**config.mk**
```make
export PLATFORM = sky130hd
export DESIGN_NAME = ultrasonic_echo_ranger
export DESIGN_NICKNAME = d
export VERILOG_FILES = /design/src/rtl/uer_pkg.sv /design/src/rtl/ultrasonic_echo_ranger.sv
export SDC_FILE = /design/constraint.sdc
export NUM_CORES = 1
export LEC_CHECK = 0
export ABC_AREA = 1
export BUFFER_PORTS_ARGS = -buffer_cell sky130_fd_sc_hd__buf_2
export CAP_MARGIN = 5
export CORE_UTILIZATION = 55
export DETAILED_ROUTE_END_ITERATION = 7
export PLACE_DENSITY = 0.73
export RECOVER_POWER = 100
export SLEW_MARGIN = 15
export SYNTH_ARGS = -nofsm -noshare
export SYNTH_HDL_FRONTEND = slang
export SYNTH_SLANG_ARGS = --single-unit
```
**constraint.sdc**
```tcl
create_clock -name clk_i -period 3.1 [get_ports clk_i]
set_input_delay 0.62 -clock clk_i [delete_from_list [all_inputs] [get_ports clk_i]]
set_output_delay 0.62 -clock clk_i [all_outputs]
set_load 0.02 [all_outputs]
```
**src/rtl/uer_pkg.sv**
```systemverilog
// Package with the types and constants of the ultrasonic echo ranger.
package uer_pkg;

  localparam int unsigned CfgIdxW  = 2;
  localparam int unsigned CfgDataW = 16;

  localparam logic [CfgIdxW-1:0] CfgTriggerTicks = 2'd0;
  localparam logic [CfgIdxW-1:0] CfgCountLimit   = 2'd1;
  localparam logic [CfgIdxW-1:0] CfgTicksPerCm   = 2'd2;
  localparam logic [CfgIdxW-1:0] CfgFarThreshold = 2'd3;

  localparam logic [7:0]  TriggerTicksRst = 8'd10;
  localparam logic [15:0] CountLimitRst   = 16'd38000;
  localparam logic [7:0]  TicksPerCmRst   = 8'd59;
  localparam logic [9:0]  FarThresholdRst = 10'd7;

  localparam logic [15:0] TicksMax = 16'hFFFF;
  localparam logic [9:0]  DistMax  = 10'd999;
  localparam logic [3:0]  DigitMax = 4'd9;

  typedef enum logic [3:0] {
    PhIdle  = 4'b0001,
    PhTrig  = 4'b0010,
    PhWait  = 4'b0100,
    PhCount = 4'b1000
  } phase_e;

  typedef struct packed {
    logic start_req;
    logic echo;
  } uer_in_t;

  typedef struct packed {
    logic       trigger;
    logic       busy_res;
    logic       done_res;
    logic [9:0] distance_cm;
    logic [3:0] digit_hundreds;
    logic [3:0] digit_tens;
    logic [3:0] digit_ones;
    logic       far_flag;
  } uer_out_t;

endpackage

```
**src/rtl/ultrasonic_echo_ranger.sv**
```systemverilog
// Top level of the ultrasonic echo ranger: trigger control, echo counting and distance result.
//
//  Channel   Direction  Handshake                 Payload
//  in        input      in_valid_i / in_ready_o    in_data_i  (uer_in_t, one clock tick)
//  out       output     out_valid_o / out_ready_i  out_data_o (uer_out_t, one per transaction)
//  cfg       input      cfg_we_i                   cfg_idx_i, cfg_wdata_i
//
// Each input transaction is processed combinationally and its result is held in the output register.
// A new transaction is taken every cycle while the output register is empty or being drained.
// Distance and its decimal digits are counted while echo is high, so no divider is needed.
// Reset returns the sequencer to idle, clears the counters and loads the register defaults.
// A stall on the output side holds the result and stops input acceptance until it drains.
module ultrasonic_echo_ranger (
  input  logic                         clk_i,
  input  logic                         rst_ni,
  input  logic                         in_valid_i,
  output logic                         in_ready_o,
  input  uer_pkg::uer_in_t             in_data_i,
  output logic                         out_valid_o,
  input  logic                         out_ready_i,
  output uer_pkg::uer_out_t            out_data_o,
  input  logic                         cfg_we_i,
  input  logic [uer_pkg::CfgIdxW-1:0]  cfg_idx_i,
  input  logic [uer_pkg::CfgDataW-1:0] cfg_wdata_i
);
  import uer_pkg::*;

  logic [7:0]  trig_ticks_q;
  logic [15:0] count_limit_q;
  logic [7:0]  tpc_q;
  logic [9:0]  far_thr_q;

  phase_e      phase_q, phase_d;
  logic [7:0]  pulse_q, pulse_d;
  logic [15:0] ticks_q, ticks_d;
  logic [7:0]  rem_q, rem_d;
  logic [9:0]  run_q, run_d;
  logic [3:0]  run_h_q, run_h_d, run_t_q, run_t_d, run_o_q, run_o_d;
  logic [9:0]  dist_q, dist_d;
  logic [3:0]  dist_h_q, dist_h_d, dist_t_q, dist_t_d, dist_o_q, dist_o_d;

  logic        out_valid_q;
  uer_out_t    out_q, res;
  logic        accept;
  logic [7:0]  tt_eff, tpc_eff, rem_inc;
  logic        trig, done, tick;

  assign in_ready_o  = !out_valid_q || out_ready_i;
  assign accept      = in_valid_i && in_ready_o;
  assign out_valid_o = out_valid_q;
  assign out_data_o  = out_q;

  assign tt_eff  = (trig_ticks_q == 8'd0) ? 8'd1 : trig_ticks_q;
  assign tpc_eff = (tpc_q == 8'd0) ? 8'd1 : tpc_q;
  assign rem_inc = rem_q + 8'd1;

  always_comb begin
    phase_d  = phase_q;
    pulse_d  = pulse_q;
    ticks_d  = ticks_q;
    rem_d    = rem_q;
    run_d    = run_q;
    run_h_d  = run_h_q;
    run_t_d  = run_t_q;
    run_o_d  = run_o_q;
    dist_d   = dist_q;
    dist_h_d = dist_h_q;
    dist_t_d = dist_t_q;
    dist_o_d = dist_o_q;
    trig     = 1'b0;
    done     = 1'b0;
    tick     = 1'b0;
    case (phase_q)
      PhIdle: begin
        if (in_data_i.start_req) begin
          ticks_d = '0;
          rem_d   = '0;
          run_d   = '0;
          run_h_d = '0;
          run_t_d = '0;
          run_o_d = '0;
          pulse_d = 8'd1;
          phase_d = PhTrig;
          trig    = 1'b1;
        end
      end
      PhTrig: begin
        if (pulse_q >= tt_eff) begin
          phase_d = PhWait;
        end else begin
          pulse_d = pulse_q + 8'd1;
          trig    = 1'b1;
        end
      end
      PhWait: begin
        if (in_data_i.echo) begin
          phase_d = PhCount;
          tick    = 1'b1;
        end
      end
      PhCount: begin
        if (in_data_i.echo) begin
          tick = 1'b1;
        end else begin
          if (ticks_q < count_limit_q) begin
            dist_d   = run_q;
            dist_h_d = run_h_q;
            dist_t_d = run_t_q;
            dist_o_d = run_o_q;
          end else begin
            dist_d   = '0;
            dist_h_d = '0;
            dist_t_d = '0;
            dist_o_d = '0;
          end
          done    = 1'b1;
          phase_d = PhIdle;
        end
      end
      default: begin
        phase_d = PhIdle;
      end
    endcase

    if (tick && ticks_q != TicksMax) begin
      ticks_d = ticks_q + 16'd1;
      if (rem_inc >= tpc_eff) begin
        rem_d = '0;
        if (run_q < DistMax) begin
          run_d = run_q + 10'd1;
          if (run_o_q == DigitMax) begin
            run_o_d = '0;
            if (run_t_q == DigitMax) begin
              run_t_d = '0;
              run_h_d = run_h_q + 4'd1;
            end else begin
              run_t_d = run_t_q + 4'd1;
            end
          end else begin
            run_o_d = run_o_q + 4'd1;
          end
        end
      end else begin
        rem_d = rem_inc;
      end
    end

    res.trigger        = trig;
    res.busy_res       = (phase_d != PhIdle);
    res.done_res       = done;
    res.distance_cm    = dist_d;
    res.digit_hundreds = dist_h_d;
    res.digit_tens     = dist_t_d;
    res.digit_ones     = dist_o_d;
    res.far_flag       = (dist_d > far_thr_q);
  end

  always_ff @(posedge clk_i or negedge rst_ni) begin
    if (!rst_ni) begin
      trig_ticks_q  <= TriggerTicksRst;
      count_limit_q <= CountLimitRst;
      tpc_q         <= TicksPerCmRst;
      far_thr_q     <= FarThresholdRst;
    end else if (cfg_we_i) begin
      case (cfg_idx_i)
        CfgTriggerTicks: trig_ticks_q  <= cfg_wdata_i[7:0];
        CfgCountLimit:   count_limit_q <= cfg_wdata_i;
        CfgTicksPerCm:   tpc_q         <= cfg_wdata_i[7:0];
        CfgFarThreshold: far_thr_q     <= cfg_wdata_i[9:0];
        default: begin
        end
      endcase
    end
  end

  always_ff @(posedge clk_i or negedge rst_ni) begin
    if (!rst_ni) begin
      phase_q  <= PhIdle;
      pulse_q  <= '0;
      ticks_q  <= '0;
      rem_q    <= '0;
      run_q    <= '0;
      run_h_q  <= '0;
      run_t_q  <= '0;
      run_o_q  <= '0;
      dist_q   <= '0;
      dist_h_q <= '0;
      dist_t_q <= '0;
      dist_o_q <= '0;
    end else if (accept) begin
      phase_q  <= phase_d;
      pulse_q  <= pulse_d;
      ticks_q  <= ticks_d;
      rem_q    <= rem_d;
      run_q    <= run_d;
      run_h_q  <= run_h_d;
      run_t_q  <= run_t_d;
      run_o_q  <= run_o_d;
      dist_q   <= dist_d;
      dist_h_q <= dist_h_d;
      dist_t_q <= dist_t_d;
      dist_o_q <= dist_o_d;
    end
  end

  always_ff @(posedge clk_i or negedge rst_ni) begin
    if (!rst_ni) begin
      out_valid_q <= 1'b0;
    end else if (in_ready_o) begin
      out_valid_q <= in_valid_i;
    end
  end

  always_ff @(posedge clk_i) begin
    if (accept) begin
      out_q <= res;
    end
  end

endmodule
```
* After elaboration in Yosys (flattened, before gate mapping)
Index checks and enable logic that the tools add are counted.
Cells by class: $add $sub $neg 7, multipliers 0, div/mod/pow operators 0, $lt $le $gt $ge 5, eq/ne operators 13, shifts and indexed selects 0, muxes and demuxes 60, bitwise logic cells 0, reduce and logical (&&, ||, !) cells 17
Operators by type and width (number):
- 4-bit two-way mux | 33
- 10-bit two-way mux | 8
- 8-bit two-way mux | 8
- 16-bit two-way mux | 3
- 16-bit by 1-bit adder with 16-bit output (second input constant) | 1
- 8-bit by 1-bit adder with 8-bit output (second input constant) | 2
- 8-bit greater-or-equal comparator | 2
- 8-bit logical NOT | 2
- 16-bit less-than comparator | 1
- 16-bit != test (second input constant) | 1
- 4-bit case mux with 4 select lines | 1
- 8-bit case mux with 2 select lines | 1
- 4-bit by 1-bit adder with 4-bit output (second input constant) | 3
- 4-bit equality test (second input constant) | 3
- 10-bit by 1-bit adder with 10-bit output (second input constant) | 1
- 10-bit > comparator | 1
- 10-bit less-than comparator (second input constant) | 1
- 2-bit AND reduction | 4
- 2-bit nonzero test | 3
- 1-bit two-way mux | 5
- 2-bit equality test (second input constant) | 2
- 4-bit by 1-bit equality test with 1-bit output (second input constant) | 1
- 4-bit by 2-bit equality test with 1-bit output (second input constant) | 1
- 4-bit by 3-bit equality test with 1-bit output (second input constant) | 1
- 11 further kinds | 13
Storage, ports and cells: register bits after elaboration 149, latch bits 0, bits in writable memories 0, bits in read-only memories 0, input port bits 25, output and inout bits 28, logic and storage cells 127, memories kept 0

* Depth between registers and ports, before layout
depth in word-level cells 7, mapped depth 19, depth with buffers taken out 18

* Worst setup path after synthesis
OpenSTA, ideal clock, no wires.
kind reg-to-reg, from register count_limit_q[15], to register out_q, in the netlist out_data_o[0], data pin, setup time 0.255 ns, arrival 2.497 ns, data required time 2.845 ns, setup slack 0.348 ns, cell stages (with the launch flop) 18, buffers on the path 1, period minus slack after synthesis 2.752 ns, cell sequence dfstp_2 -> inv_1 -> ha_1 -> nand2_1 -> inv_1 -> nand3_1 -> inv_1 -> a21oi_1 -> clkbuf_1 -> nand3_1 -> nand2_1 -> ha_1 -> a21oi_1 -> o21ai_0 -> nand2_1 -> o211ai_1 -> o21ai_0 -> inv_1
RTL lines:
- start: declaration | line ultrasonic_echo_ranger.sv:29 | logic [15:0] count_limit_q;
- start signal: assignment | line ultrasonic_echo_ranger.sv:161 | count_limit_q <= CountLimitRst;
- start signal: assignment | line ultrasonic_echo_ranger.sv:167 | CfgCountLimit: count_limit_q <= cfg_wdata_i;
- end signal: assignment | line ultrasonic_echo_ranger.sv:216 | out_q <= res;
- end: declaration | line ultrasonic_echo_ranger.sv:43 | uer_out_t out_q, res;

==> run summary <==
The number of iterations in the first detailed-routing pass is 7. The total wire length is 18200 um. The cell count after synthesis is 1014. The remaining max-slew budget at the tightest pin is -12.9%.

The most critical setup path has its startpoint at count_limit_q[10]$_DFFE_PN1P_. The Yosys step of the flow raised 0 warnings. By area the synthesized netlist is led by dfrtp_1 (32%), nand2_1 (14%), edfxtp_1 (9.5%), ha_1 (7.0%), inv_1 (5.7%). The pre-CTS setup slack came out at 0.0385 ns.

The maximum fanout along the worst path came out at 10. In this run the horizontal extent of the chip is 124 um. The maximum operating frequency came out at 345 MHz.

The detailed-route vias per instance is 5.28. 0 antenna diodes ended up in the layout. At the pin with the least slew margin, the transition time is 1.69 ns. The initial antenna violation count came out at 0.

The number of distinct library cell variants in the gate-level netlist after synthesis came out at 44. Counting every sink on the clock net gives 149. In this run the clock root is driven by a clkbuf_16. The average detailed-routed wire length per instance came out at 14.4 um. In the post-synthesis netlist, the cell with the most instances is nand2_1. The total grt overflow came out at 0. The maximum VDD drop came out at 0.000416 V. The clock network accounts for 35.9% of the total power. The clock latency on the worst-skew pair came out at 0.43 ns. The wire-length estimate of the detail-placed layout is 12600 um.

The global router's overall resource usage is 25.7%. In this run the critical register-to-register path is captured at out_data_o[0]$_DFFE_PP_. The flow ran to the end, but the final reports show violations.

The final max-slew violation count came to 124. Summing all non-filler instances in the final layout gives an area of 0.00909 sq mm. The number of port buffers is 52. The capture point of the worst path is out_data_o[0]$_DFFE_PP_. The number of nets produced by synthesis is 1085. The setup check on the worst reg-to-reg path leaves a slack of 0.20 ns. The kind of end point of the critical path is a flip-flop.

The internal power is 3760 uW. The worst setup path is launched from a flip-flop. The synthesized netlist occupies a cell area of 0.00819 sq mm. The via count of the first global-routing pass is 6276. The number of enable-type register cells in the synthesized netlist came out at 26.

The depth of the CTS H-tree is 4. In this run the deepest clock path goes through 2 buffers. The average footprint of a synthesized cell came out at 8.08 sq um. The detailed router placed 6703 vias in this run.

The final hold violation count is 0. Once the clock tree was built, the setup fixing pass inserted 0 buffers. The final standard cell utilization of the core is 62.6%.

Summed over all cells, the static leakage comes to 0.00455 uW. The largest total area in the synthesized netlist belongs to dfrtp_1. Of all flip-flops after synthesis, the portion carrying an async set or reset was 82.6%. The signal arrival time at the worst endpoint came out at 3.09 ns. 53 I/O pins were placed. The die area is 0.0154 sq mm. The placed standard-cell area is 0.00866 sq mm. The layout-stage area growth over the synthesis result is 11.0%. In the synthesized netlist, the cells that appear most often are nand2_1 (315), inv_1 (125), dfrtp_1 (106). The first routing iteration left 550 violations.

The starting density of the core came out at 56.4%. The ratio of final minimum period to clock period came out at 93.6%. The first-pass GRT wire length is 30100 um. The share of the synthesized area in the top cell type is 32.4%. The final period demand of the worst path came out at 2.90 ns. Setup violations remaining at the end of the flow were counted as 0.

The final-layout setup total negative slack came out at 0 ns. The number of buffers added to fix hold violations after cts came out at 0. The class of the most critical hold timing path is input pin to flip-flop. The number of cells on the worst reg-to-reg path is 15. The startpoint identified for the worst register-to-register timing path is count_limit_q[10]$_DFFE_PN1P_. The count of nets after finishing came out at 1143.

The number of inserted filler cells in the final layout is 1302. The final weighted congestion in routability-driven placement is 0.861. TritonCTS built the clock tree. The die outline height came out at 124 um. Max-cap violations in this run came to 1. Setup repair after global routing left no endpoint under its margin. The combinational share of power came out at 19.2%. The switching portion of total power is 31.5%.

Entering global routing, the biggest net connects 124 pins. The clock transition at the register clock pins on the worst setup and hold paths after CTS came out at 0.06 ns. The worst path required time came out at 3.29 ns. The post-route clock skew came out at 0.00479 ns.

After detailed routing, the number of remaining DRC violations is 0. For this design the total switching power over the nets is 1730 uW. The worst setup path is of the flip-flop to flip-flop kind. The number of rows in the core area is 44. In this run the most critical hold path is launched from cfg_wdata_i[10]. The floorplan core area is 0.0145 sq mm.

Of the total power, registers draw 44.9%. The most used flip-flop cell after synthesis is dfrtp_1. The instance count along the most critical hold path is 3.

The final reports fail on max-capacitance violations, max-slew violations. The total CTS buffers is 17. The ratio of cells with drive above 1 in the final layout is 9.22%. The register bit total from synthesis came out at 149. The worst setup slack after layout is 0.198 ns.

Dividing total power by cell area gives a power density of 604 mW/mm^2. The count of nets left with antenna violations once routing finished came out at 0. The post-synthesis sequential area ratio is 47.4%.
==> worst max-delay path, cell delays in order (launching register included) <==
cell	delay (ns)
dfstp_2	0.52
inv_1	0.05
ha_1	0.26
nand2_1	0.06
o21ai_0	0.34
a21oi_4	0.15
buf_6	0.18
nand3_1	0.08
nand2_1	0.10
ha_1	0.31
nand2_1	0.07
nor2_1	0.14
nand4_1	0.11
nand3b_1	0.17
o21ai_0	0.08
inv_1	0.05
==> what timing repair did <==
item                                    4_1_cts  5_1_grt
gates resized for setup                       0        4
endpoints found under the setup margin        0        1
hold endpoints to repair                      0        0
==> cell type report <==
| class | instances | area, sq um | area share, % |
|---|---|---|---|
| clock buffer | 19 | 454 | 5.00 |
| inverter | 129 | 484 | 5.33 |
| timing repair buffer | 67 | 318 | 3.50 |
| multi-input combinational | 708 | 3620 | 39.8 |
| sequential | 149 | 3880 | 42.7 |
| tap | 184 | 230 | 2.53 |
| clock inverter | 13 | 106 | 1.17 |
==> registers in the layout, summed over array words and instances, names as in the netlist, 8 cells and up <==
register	flops
count_limit_q	16
dist_q	10
far_thr_q	10
out_data_o	26
pulse_q	8
rem_q	8
run_q	10
ticks_q	16
tpc_q	8
trig_ticks_q	8
==> metrics by stage <==
stage	hold WS [ns]	instances	power (uW)
2_1_floorplan	0.324	1014	3260
3_3_place_gp	0.462	1236	3550
3_5_place_dp	0.466	1236	3590
4_1_cts	0.321	1268	5560
5_1_grt	0.448	1269	5790
6_report	0.427	1269	5490
==> worst min-delay path by stage <==
stage / to / slack (ns)
after floorplan: count_limit_q[0]$_DFFE_PN0P_ / 0.32
after global placement: dist_o_q[2]$_DFFE_PN0P_ / 0.46
after detailed placement: dist_h_q[3]$_DFFE_PN0P_ / 0.47
after CTS: rem_q[4]$_DFFE_PN0P_ / 0.32
after global routing: count_limit_q[12]$_DFFE_PN1P_ / 0.45
final: count_limit_q[10]$_DFFE_PN1P_ / 0.43
==> kinds of logic (layout without fill, tap and decap cells) <==
logic type      Yosys count  after routing  share of synthesized area (%)
compound gates          123            123                           8.41
buf+inv                 157            228                           7.73
fa+ha+maj                46             46                           7.03
xor+xnor                 16             16                           1.71
flops                   149            149                           47.4
simple gates            523            523                           27.8
==> layer usage <==
| layer | up-vias | routed length, um | track usage [%] |
|---|---|---|---|
| met5 | - | 0 | 0 |
| met4 | 0 | 243 | 8.41 |
| met3 | 21 | 816 | 5.63 |
| met2 | 156 | 8450 | 39.5 |
| met1 | 3159 | 8700 | 36.1 |
| li1 | 3367 | - | - |
==> layout by cell type (no fill, tap or decap), types with 4 or more instances in the layout <==
cell type and instances:
nor2_1 96, a21oi_1 30, buf_4 6, edfxtp_1 26, nand4_1 15, nand2_2 4, nand3_1 60, clkbuf_16 18
buf_2 22, xor2_1 15, inv_1 126, clkbuf_1 36, ha_1 46, dfrtp_1 106, nand2_1 316, dfstp_2 16
o21ai_1 4, nor3_1 10, o21ai_0 72
==> power groups by stage <==
stage,Sequential [uW],Combinational [uW],Clock [uW]
4_1_cts,2460,1110,2000
5_1_grt,2490,1230,2070
3_5_place_dp,2490,1100,0
6_report,2460,1050,1970
2_1_floorplan,2480,777,0
3_3_place_gp,2480,1060,0
No activity file was read; power rests on OpenSTA's default activity.
